--- src/hdl/ncgd_pkg.sv ---
// Shared types, codes and defaults for the cosine gallery distance block.
package ncgd_pkg;

	localparam int TRACKS_DEF = 16;
	localparam int BUDGET_DEF = 16;
	localparam int DIM_DEF    = 128;

	localparam int QDEPTH = 4;
	localparam int QPW    = 2;

	localparam logic [1:0] MODE_ADD   = 2'd0;
	localparam logic [1:0] MODE_QUERY = 2'd1;
	localparam logic [1:0] MODE_DROP  = 2'd2;
	localparam logic [1:0] MODE_NONE  = 2'd3;

	localparam logic [1:0] CFG_BUDGET = 2'd0;
	localparam logic [1:0] CFG_DIM    = 2'd1;

	localparam logic [4:0] BUDGET_RST = 5'd16;
	localparam logic [7:0] DIM_RST    = 8'd128;

	typedef struct packed {
		logic [1:0]         op;
		logic [3:0]         track;
		logic signed [15:0] value;
		logic               last;
	} item_t;

endpackage

--- src/hdl/ncgd_front.sv ---
// Front end: accepts input transactions, drops unused codes, queues work items.
module ncgd_front (
	input  logic           clk,
	input  logic           arst_n,
	input  logic           in_valid,
	output logic           in_stall,
	input  logic [1:0]     mode,
	input  logic [3:0]     track,
	input  logic signed [15:0] value,
	input  logic           last,
	output logic           q_valid,
	output ncgd_pkg::item_t q_item,
	input  logic           q_pop
);
	import ncgd_pkg::*;

	item_t            mem_q [QDEPTH];
	logic [QPW-1:0]   wr_ptr_q;
	logic [QPW-1:0]   rd_ptr_q;
	logic [QPW:0]     count_q;
	logic             push;
	logic             pop;

	assign in_stall = (count_q == (QPW+1)'(QDEPTH));
	assign push     = in_valid && !in_stall && (mode != MODE_NONE);
	assign q_valid  = (count_q != '0);
	assign q_item   = mem_q[rd_ptr_q];
	assign pop      = q_pop && q_valid;

	always_ff @(posedge clk) begin
		if (push) begin
			mem_q[wr_ptr_q] <= '{op: mode, track: track, value: value, last: last};
		end
	end

	always_ff @(posedge clk or negedge arst_n) begin
		if (!arst_n) begin
			wr_ptr_q <= '0;
			rd_ptr_q <= '0;
			count_q  <= '0;
		end else begin
			if (push) wr_ptr_q <= wr_ptr_q + 1'b1;
			if (pop) rd_ptr_q <= rd_ptr_q + 1'b1;
			case ({push, pop})
				2'b10:   count_q <= count_q + 1'b1;
				2'b01:   count_q <= count_q - 1'b1;
				default: count_q <= count_q;
			endcase
		end
	end

endmodule

--- config.mk ---
export PLATFORM = sky130hd
export DESIGN_NAME = ncgd_front
export DESIGN_NICKNAME = d
export VERILOG_FILES = /design/src/hdl/ncgd_pkg.sv /design/src/hdl/ncgd_front.sv
export SDC_FILE = /design/constraint.sdc
export NUM_CORES = 1
export LEC_CHECK = 0
export CAP_MARGIN = 20
export CORE_ASPECT_RATIO = 0.9
export CORE_MARGIN = 2
export CORE_UTILIZATION = 45
export DETAILED_ROUTE_END_ITERATION = 7
export DONT_BUFFER_PORTS = 1
export SYNTH_ARGS = -nofsm -noshare
export SYNTH_HDL_FRONTEND = slang
export SYNTH_SLANG_ARGS = --single-unit
--- constraint.sdc ---
create_clock -name clk -period 2.8 [get_ports clk]
set_input_delay 0.14 -clock clk [delete_from_list [all_inputs] [get_ports clk]]
set_output_delay 0.14 -clock clk [all_outputs]
set_load 0.05 [all_outputs]
; Word-level counts from Yosys, hierarchy flattened
; Memory sizes are Yosys's and may differ from the RTL's.
; Cells that the tools add are included.
; W data, S select, Z words.
[word_totals]
elab_cells = 21
mem_bits_ro = 0
memories = 1
regBits = 7
ram_bits = 92
output_inout_bits = 25
input_bits = 27
latch_bits = 0
[classes]
bitwise = 0
n_div = 0
n_mul = 0
n_shift = 0
n_reduce_logical = 6
n_eq_ne = 4
mux = 3
addsub = 4
order_cmp = 0
[mem_list]
columns = name, words, width, read_ports, rd_clocked_by_memory_dff, write_ports, line_no
row1 = mem_q, 4, 23, 1, 0, 1, ncgd_front.sv:17  ; item_t mem_q [QDEPTH];
[op_table]
columns = op, n
row1 = $pmux W3 S2, 1
row2 = $add A2 B1 Y2 const B, 2
row3 = $add A3 B1 Y3 const B, 1
row4 = $eq A3 B3 Y1 const B, 1
row5 = $logic_and A1 B1 Y1, 3
row6 = $reduce_bool A3 Y1, 1
row7 = $sub A3 B1 Y3 const B, 1
row8 = $eq A2 B1 Y1 const B, 1
row9 = $eq A2 B2 Y1 const B, 1
row10 = $mux W1, 2
row11 = $ne A2 B2 Y1 const B, 1
row12 = $reduce_bool A2 Y1, 1
row13 = $logic_not A1 Y1, 1

; Logic depth before layout (Yosys ltp)
; Gate-level depths: netlist of the first run.
[depth]
depth_word = 6
mapped_depth = 9

; Worst setup path before layout of the first run
; Ideal clock, no wire load.
[synth_path]
path_kind = flip-flop to flip-flop
from = reg count_q[0]
to = reg count_q[2]
required_time_ns = 2.721
t_arrival_ns = 2.388
path_buffers = 0
setup_ns = 0.079
slack_ns = 0.332
path_stages_with_launch = 10
synth_period_minus_slack_ns = 2.468
path_cell_list = dfrtp_1 > nor3b_2 > a211oi_4 > inv_1 > ha_1 > inv_1 > fa_1 > xor2_1 > nor2_1 > xor2_1
[synth_between]
elab_chain_len = 6
word_cells_on_any_way = 12
cone_classes = add/sub: 2 / eq/ne: 3 / mux: 1 / reduce/logical: 6
[synth_rtl]
columns = item, line_no
row1 = from (decl), ncgd_front.sv:20  ; logic [QPW:0] count_q;
row2 = from (signal assigned), ncgd_front.sv:45  ; 2'b10: count_q <= count_q + 1'b1;
row3 = from (signal assigned), ncgd_front.sv:46  ; 2'b01: count_q <= count_q - 1'b1;
row4 = from (signal assigned), ncgd_front.sv:47  ; default: count_q <= count_q;
row5 = $eq A3 B3 Y1 *, ncgd_front.sv:24  ; assign in_stall = (count_q == (QPW+1)'(QDEPTH));
row6 = net in_stall, ncgd_front.sv:6  ; output logic in_stall,
row7 = $logic_not A1 Y1 *, ncgd_front.sv:25  ; assign push = in_valid && !in_stall && (mode != MODE_NONE);
row8 = $logic_and A1 B1 Y1 * (2 in a row), ncgd_front.sv:25
row9 = $eq A2 B1 Y1 or $eq A2 B2 Y1 (tied branches), ncgd_front.sv:44  ; case ({push, pop})
row10 = $pmux W3 S2 or $reduce_bool A2 Y1 (tied branches), n/a
; Mark *: on every way through the listed nets, which the timed path passes. The rest lies on a longest branch.
; A chain may end at the register's enable or synchronous reset.

==> results of run 1 <==
-- layout make-up --
class / instances / area, um^2 / share of cell area, %
Sequential cell: 99 / 2940 / 67.9
Multi-Input combinational cell: 47 / 763 / 17.6
Timing Repair Buffer: 28 / 270 / 6.24
Clock buffer: 11 / 131 / 3.03
Tap cell: 99 / 124 / 2.86
Clock inverter: 4 / 76.3 / 1.76
Inverter: 7 / 26.3 / 0.607
-- metrics by stage --
stage          area [um^2]  setup slack (ps)  instances  hold slack [ps]
2_1_floorplan         3770               332        159             -156
3_3_place_gp          3880               803        256             -155
3_5_place_dp          3880               683        256             -155
4_1_cts               4330               529        295             5.04
5_1_grt               4330               439        295             2.58
6_report              4330               622        295             23.0
-- sequential cells by signal (all words and copies together), names as in the netlist --
signal	flops
wr_ptr_q	2
count_q	3
rd_ptr_q	2
mem_q	92
-- synth_stat cells (all sizes together) --
cell type,n
edfxtp,92
mux4,23
dfrtp,7
inv,7
buf,5
ha,5
and2,4
xnor2,3
xor2,3
a211oi,1
clkbuf,1
fa,1
mux2,1
mux2i,1
nand2,1
nor2,1
nor3b,1
o31a,1
or3,1
-- power groups by stage --
stage / Sequential, uW / Clock (uW) / Combinational [uW]
floorplan: 1990 / 0 / 1660
global placement: 2140 / 0 / 1670
detailed placement: 2170 / 0 / 1700
CTS: 2130 / 967 / 1750
global route: 2160 / 1030 / 1800
finish: 2120 / 947 / 1720
-- kinds of logic (layout without fill, tap and decap cells) --
group / Yosys count / after routing
flip-flops: 99 / 99
adder cells (fa/ha/maj): 6 / 6
buffers and inverters: 13 / 50
XOR/XNOR: 6 / 6
multiplexers: 25 / 25
AO/OA/AOI/OAI: 2 / 2
AND/OR/NAND/NOR: 8 / 8
-- final timing paths --
path                                          from                       to  slack, ps
setup / recovery           rd_ptr_q[0]$_DFFE_PN0P_               q_item[22]        620
hold / removal                             mode[1]  wr_ptr_q[0]$_DFFE_PN0P_         20
setup reg to reg            count_q[2]$_DFFE_PN0P_    mem_q[1][1]$_DFFE_PP_        670
hold reg to reg             count_q[2]$_DFFE_PN0P_   count_q[2]$_DFFE_PN0P_        540
max in group asynchronous                   arst_n  rd_ptr_q[0]$_DFFE_PN0P_       2420
min in group asynchronous                   arst_n   count_q[1]$_DFFE_PN0P_        120
-- routing by layer --
metal / vias to the layer above / wire length (um) / track usage, %
met3: 11 / 372 / 5.19
met1: 827 / 2600 / 18.6
li1: 705 / - / -
met4: 0 / 111 / 6.16
met2: 39 / 3040 / 23.0
met5: - / 0 / 0
==> impl_metrics.toml, run 1 <==
[yosys]
synth_top_cell_area_share_pct = 73.2
synth_xor_area_share_pct = 1.39
yosysSeqAreaShare_pct = 77.8
synthDistinctLibCells = 21
synth.net_count = 192
synth_seq_cells = 99
yosys-top-cells-area = "edfxtp_1 73%, mux4_2 14%, dfrtp_1 4.6%"
muxShareOfSynthArea_pct = 14.4
yosysTopAreaCell = "edfxtp_1"
netlist_area_um2 = 3770
postSynthAreaPerCell_um2 = 23.7
synth-simple-area-share_pct = 1.46
synth_top_family_by_area = "multiplexers"
synth_fa_ha_area_share_pct = 2.19
yosys_warnings = 0
synth_compound_area_share_pct = 0.795
synth_cells = 159

[setup_path]
path_max_fanout = 25
cp_top_family = "flip-flops"
max_stage_delay_ps = 910
end_kind = "output port"
rr_worst_depth = 4
critPathKind = "reg2out"
worst-path-stages = 1
start_kind = "flip-flop"
cp_slowest_cell = "dfrtp_2"
arrival_ps = 2040
path_buf_inv = 0
worstPathRequired_ps = 2660
path_cells = "mux4_2"

[power_and_ir_drop]
power_density_nw_per_um2 = 1110
ir_drop_mv = 0.562
pwr-share-comb_pct = 36.0
pwr-share-clk_pct = 19.8
p_switching_uw = 1870
switching_share_pct = 39.1
intPower_uw = 2920
seq_power_share_pct = 44.2
power.total_uw = 4790
power.leakage_uw = 0.00143

[clocking]
cts.clk_slew.worst_paths_ps = 90
numClockSinks = 99
clockBufferDepth = 2
clk_latency_ps = 350
clockRootBuffer = "clkbuf_8"
htreeDepth = 3
cts_repair_resize_count = 0
post-cts-setup-buffer-count = 0
cts_made_buffers = 9
ctsHoldBuffers = 24
cts_tree = "done"

[die]
io-pin-count = 52
die_y_um = 90.9
die_w_um = 101
num_rows = 31
core-area_um2 = 8110
start_util_pct = 46.6
die_area_um2 = 9140

[sta]
final_max_slew_viol_count = 0
setup-violations-final = 0
fin_crit_ps = 2180
worst_pin_slew_ps = 810
fin_skew_ps = 12.9
fin_crit_sh_pct = 77.8
rsz0062_at_grt = "false"
hold_viol_final = 0
fin_tns_setup_ps = 0
slew-limit-headroom_pct = 46.0
clock.fmax_ghz = 0.459

[finish]
post-route-util_pct = 53.4
mostFrequentLayoutCell = "edfxtp_1"
synthToLayoutAreaGrowth_pct = 14.7
layout.nets = 225
num_antenna_cells = 0
mostFrequentLayoutCells = "92 x edfxtp_1, 24 x dlygate4sd3_1, 23 x mux4_2"
n_fill_cell = 614
drive_gt1_share_pct = 24.5

[grt]
gr-total-overflow = 0
grt_max_degree = 26
grt_first_pass_wirelength_mm = 9.65
grt_usage_pct = 14.7
grt_pass1_vias = 1802
antenna_found_initial = 0

[routing]
via_per_inst = 5.36
drtPass1Iterations = 4
drc = 0
routedWlPerCell_um = 20.8
drt_iter0_drc = 80
vias = 1582
wirelength_mm = 6.12
ant_nets = 0

[placed_design]
gp_congestion = 0.676
hpwl_mm = 3.90
port_buffers = 0

[min_path]
min_path_cells = 2
hp-class = "in2reg"

[flow_run]
drv_cap = 0

[outcome]
status = "finished, final reports clean"
(Power assumes the default switching activity.)
==> run 2: changes to the inputs <==
==> constraint.sdc (replaced) <==
create_clock -name clk -period 2 [get_ports clk]
set_input_delay 0.1 -clock clk [delete_from_list [all_inputs] [get_ports clk]]
set_output_delay 0.1 -clock clk [all_outputs]
set_load 0.05 [all_outputs]
==> run 2 against run 1 <==
Compared with the run above: sequential power rose by 32%; global-route usage is 0.27 points lower; sequential cell count stayed put; worst setup slack worse by 500 ps; critical path type is now reg2reg.
==> impl_metrics.toml, run 2 (synthesized netlist as in run 1, its figures left out) <==
[sta]
hold_viol_final = 0
clock.fmax_ghz = 0.532
setup-violations-final = 0
fin_skew_ps = 7.60
fin_crit_ps = 1880
final_max_slew_viol_count = 0
fin_crit_sh_pct = 94.0
slew-limit-headroom_pct = 77.9
worst_pin_slew_ps = 330
rsz0062_at_grt = "false"

[setup_path]
critPathKind = "reg2reg"
max_stage_delay_ps = 440
r2r_start = "count_q[1]$_DFFE_PN0P_"
arrival_ps = 2150
worstPathRequired_ps = 2270
end_kind = "flip-flop"
crit_top_cell = "xor2_1"
path_max_fanout = 4
path_cells = "nor3b_4, a211oi_4, inv_1, ha_2, inv_2, fa_2, xor2_1, nor2_1, xor2_1"
r2r-end = "count_q[2]$_DFFE_PN0P_"
regToRegSetupSlack_ps = 120
cp_slowest_cell = "dfrtp_1"
start_kind = "flip-flop"
rr_worst_depth = 9

[clocking]
cts_made_buffers = 9
numClockSinks = 99
clockRootBuffer = "clkbuf_8"
cts.clk_slew.worst_paths_ps = 80
htreeDepth = 3
clockBufferDepth = 2
clk_latency_ps = 350
cts_tree = "done"
post-cts-setup-buffer-count = 0

[finish]
largest_reg_flops = 92
post-route-util_pct = 55.2
layout.nets = 236
largestRegisters = "mem_q (92), count_q (3)"
mostFrequentLayoutCells = "92 x edfxtp_1, 24 x dlygate4sd3_1, 23 x mux4_2"
regMostFlops = "mem_q"
mostFrequentLayoutCell = "edfxtp_1"
synthToLayoutAreaGrowth_pct = 18.5
num_antenna_cells = 0
drive_gt1_share_pct = 30.6

[power_and_ir_drop]
ir_drop_mv = 0.795
power.total_uw = 6840
power_density_nw_per_um2 = 1530
power.leakage_uw = 0.00149

[grt]
antenna_found_initial = 0
grt_pass1_vias = 1818
gr-total-overflow = 0
grt_usage_pct = 14.4
grt_max_degree = 17
grt_first_pass_wirelength_mm = 9.47

[placed_design]
port_buffers = 0
hpwl_mm = 4.00
gp_congestion = 0.676

[die]
io-pin-count = 52
num_rows = 31
core-area_um2 = 8110
die_w_um = 101
die_y_um = 90.9
start_util_pct = 46.6
die_area_um2 = 9140

[min_path]
whs_endpoint = "rd_ptr_q[0]$_DFFE_PN0P_"
hold_path.startpoint = "q_pop"
min_path_cells = 2
hp-class = "in2reg"

[routing]
drtPass1Iterations = 4
wirelength_mm = 5.93
ant_nets = 0
routedWlPerCell_um = 19.5
drt_iter0_drc = 60
drc = 0
vias = 1646
via_per_inst = 5.40

[outcome]
status = "finished, final reports clean"

[flow_run]
drv_cap = 0
run 2: cell count changes in the layout (fill, tap and decap cells not counted), sizes merged:
cell    change
clkinv      +1
buf        +11
clkbuf      -2
run 2: power breakdown:
part	switching (uW)	leakage, uW	internal [uW]	total, uW
clock network	603	0.0000988	688	1290
registers	133	0.000918	2660	2790
logic	1900	0.000477	862	2760
total	2630	0.00149	4210	6840
run 2: metal layers:
metal	up-vias	track usage, %	share of wire (%)
li1	726	-	-
met1	860	16.1	36
met2	52	24.9	55
met3	8	5.57	7.7
met4	0	5.02	1.2
met5	-	0	0
run 2: worst max-delay path by stage:
| stage | startpoint | endpoint |
|---|---|---|
| 2_1_floorplan | count_q[0]$_DFFE_PN0P_ | count_q[2]$_DFFE_PN0P_ |
| 3_3_place_gp | count_q[0]$_DFFE_PN0P_ | count_q[2]$_DFFE_PN0P_ |
| 3_5_place_dp | count_q[0]$_DFFE_PN0P_ | count_q[2]$_DFFE_PN0P_ |
| 4_1_cts | count_q[0]$_DFFE_PN0P_ | count_q[2]$_DFFE_PN0P_ |
| 5_1_grt | count_q[1]$_DFFE_PN0P_ | count_q[2]$_DFFE_PN0P_ |
| 6_report | count_q[1]$_DFFE_PN0P_ | count_q[2]$_DFFE_PN0P_ |
run 2: critical path: cells and delay by family, from the launching register on:
kind,cells,cell delay (ps)
buffers and inverters,2,110
and+or+nand+nor,2,400
DFF,1,440
AOI/OAI and AO/OA,1,50
xor gates and xnor gates,2,290
adders and majority gates,2,510
run 2: repair_timing:
item,in CTS,in global routing
hold endpoints to repair,99,0
endpoints found under the setup margin,0,1
gates resized for setup,0,1
hold buffers,24,0
run 2: layout make-up:
cell class / instances / area [um^2]
clock buffers: 9 / 124
clock inverters: 5 / 80.1
fillers: 607 / 3630
inverters: 7 / 26.3
multi-input cells: 47 / 774
flip-flops and latches: 99 / 2940
well taps: 99 / 124
repair buffers: 39 / 403
run 2: through the flow:
step	setup TNS [ps]	area [um^2]	cells	setup slack, ps	hold WS [ps]
2_1_floorplan	-241	3790	159	-175	-196
3_3_place_gp	0	4030	267	232	-195
3_5_place_dp	0	4030	267	121	-195
4_1_cts	0	4470	305	94.6	13.2
5_1_grt	0	4470	305	16.2	28.0
6_report	0	4470	305	120	34.3
==> run 3: changes to the inputs <==
==> constraint.sdc (replaced) <==
create_clock -name clk -period 2 [get_ports clk]
set_input_delay 0.1 -clock clk [delete_from_list [all_inputs] [get_ports clk]]
set_output_delay 0.1 -clock clk [all_outputs]
set_load 0.01 [all_outputs]
==> run 3 against run 2 <==
Compared with the run above: clock skew shrank 2.1 ps; critical path depth is the same; clock power shrank 19%; sequential share of layout area grew 0.65 points; worst setup slack lost 74 ps; die area is the same; final cell count grew 1.6%; first-iteration DRC count shrank 25%; count of clock-buffer cells in the layout grew 1; total power shrank 18%; highest routed layer unchanged; sequential cell count is the same.
==> impl_metrics.toml, run 3 (synthesized netlist as in run 1, its figures left out) <==
[finish]
regMostFlops = "mem_q"
num_antenna_cells = 0
drive_gt1_share_pct = 31.3
mostFrequentLayoutCell = "edfxtp_1"
largestRegisters = "mem_q (92), count_q (3)"
synthToLayoutAreaGrowth_pct = 17.3
fin_cells = 310
mostFrequentLayoutCells = "92 x edfxtp_1, 25 x dlygate4sd3_1, 23 x mux4_2"
post-route-util_pct = 54.6
largest_reg_flops = 92
n_fill_cell = 612
layout.nets = 241

[setup_path]
worstPathRequired_ps = 2270
path_max_fanout = 4
start_kind = "flip-flop"
end_kind = "flip-flop"
cp_top_family = "adder cells"
max_stage_delay_ps = 450
critPathKind = "reg2reg"
cp_slowest_cell = "dfrtp_2"
path_cells = "nor3b_4, a211oi_4, inv_1, ha_2, inv_1, fa_2, xor2_1, nor2_1, xor2_1"
arrival_ps = 2220
path_buf_inv = 2

[placed_design]
port_buffers = 0
hpwl_mm = 3.86
gp_congestion = 0.733
placed_cells = 266

[routing]
drt_iter0_drc = 45
drc = 0
wirelength_mm = 5.88
routedWlPerCell_um = 19.0
via_per_inst = 5.25
drtPass1Iterations = 4
vias = 1628
ant_nets = 0

[power_and_ir_drop]
power_density_nw_per_um2 = 1270
power.leakage_uw = 0.00149
pwr-share-clk_pct = 18.4
seq_power_share_pct = 49.6
ir_drop_mv = 0.734
p_switching_uw = 1670
pwr-share-comb_pct = 32.0
intPower_uw = 3970
switching_share_pct = 29.6

[clocking]
htreeDepth = 3
cts_tree = "done"
numClockSinks = 99
cts.clk_slew.worst_paths_ps = 80
clockRootBuffer = "clkbuf_8"
cts_made_buffers = 9
clockBufferDepth = 2
clk_latency_ps = 340

[grt]
gr-total-overflow = 0
grt_max_degree = 20
grt_pass1_vias = 1740
grt_first_pass_wirelength_mm = 8.93
grt_usage_pct = 13.6
antenna_found_initial = 0

[die]
die_y_um = 90.9
core-area_um2 = 8110
die_area_um2 = 9140
die_w_um = 101
io-pin-count = 52
start_util_pct = 46.6
num_rows = 31

[sta]
final_max_slew_viol_count = 0
fin_tns_setup_ps = 0
fin_crit_sh_pct = 97.7
fin_crit_ps = 1950
hold_viol_final = 0
setup-violations-final = 0
worst_pin_slew_ps = 350
clock.fmax_ghz = 0.512
slew-limit-headroom_pct = 76.6
fin_skew_ps = 5.47

[min_path]
hp-class = "in2async"

[outcome]
status = "finished, final reports clean"

[flow_run]
drv_cap = 0
run 3: layer usage:
| layer | GRT usage [%] | part of all wire, % | routed length (um) |
|---|---|---|---|
| met5 | 0 | 0 | 0 |
| met4 | 4.22 | 0.87 | 51 |
| met3 | 5.26 | 6.2 | 364 |
| met2 | 23.8 | 53 | 3140 |
| met1 | 15.2 | 39 | 2320 |
run 3: final timing paths:
| check | slack [ps] | from | cells after the start | to |
|---|---|---|---|---|
| hold reg to reg | 590 | wr_ptr_q[1]$_DFFE_PN0P_ | 1 | wr_ptr_q[1]$_DFFE_PN0P_ |
| setup reg to reg | 50 | count_q[1]$_DFFE_PN0P_ | 9 | count_q[2]$_DFFE_PN0P_ |
| min in group clk | 100 | mode[1] | 3 | wr_ptr_q[0]$_DFFE_PN0P_ |
| setup / recovery | 50 | count_q[1]$_DFFE_PN0P_ | 9 | count_q[2]$_DFFE_PN0P_ |
| hold / removal | 90 | arst_n | 1 | count_q[2]$_DFFE_PN0P_ |
| max in group asynchronous | 1640 | arst_n | 1 | rd_ptr_q[0]$_DFFE_PN0P_ |
run 3: area by class of cell:
cell class                 instances  area [um^2]  share of cell area [%]
clock buffer                      10          128                    2.88
timing repair buffer              44          405                    9.16
inverter                           7         26.3                   0.593
multi-input combinational         47          774                    17.5
clock inverter                     4         30.0                   0.678
sequential                        99         2940                    66.4
tap                               99          124                    2.80
run 3: worst reg2reg max path: cells and delay by family, from the launching register on:
kind,cells,cell delay (ps)
adders and majority gates,2,510
DFF,1,450
and+or+nand+nor,2,410
xor gates and xnor gates,2,320
buffers and inverters,2,130
AOI/OAI and AO/OA,1,60
run 3: power groups by stage:
stage | logic, uW | registers, uW | clock network [uW]
after detailed placement | 1690 | 2850 | 0
after global routing | 1950 | 2830 | 1140
final | 1810 | 2800 | 1040
after global placement | 1640 | 2820 | 0
after floorplan | 1340 | 2790 | 0
after CTS | 1760 | 2800 | 1080
run 3: stage by stage:
stage / power, uW / cell area [um^2] / hold slack, ps / worst slack, ps
floorplan: 4130 / 3770 / -196 / 16.5
global placement: 4460 / 3970 / -195 / 163
detailed placement: 4540 / 3970 / -195 / 6.72
CTS: 5640 / 4380 / 73.0 / 10.1
global route: 5920 / 4430 / 97.1 / -33.0
finish: 5640 / 4430 / 86.1 / 45.2
run 3: repair_timing:
item                       4_1_cts  5_1_grt
hold endpoints to repair       100        0
resized for setup                0        4
buffers inserted                 0        5
setup endpoints to repair        0        1
hold buffers                    25        0
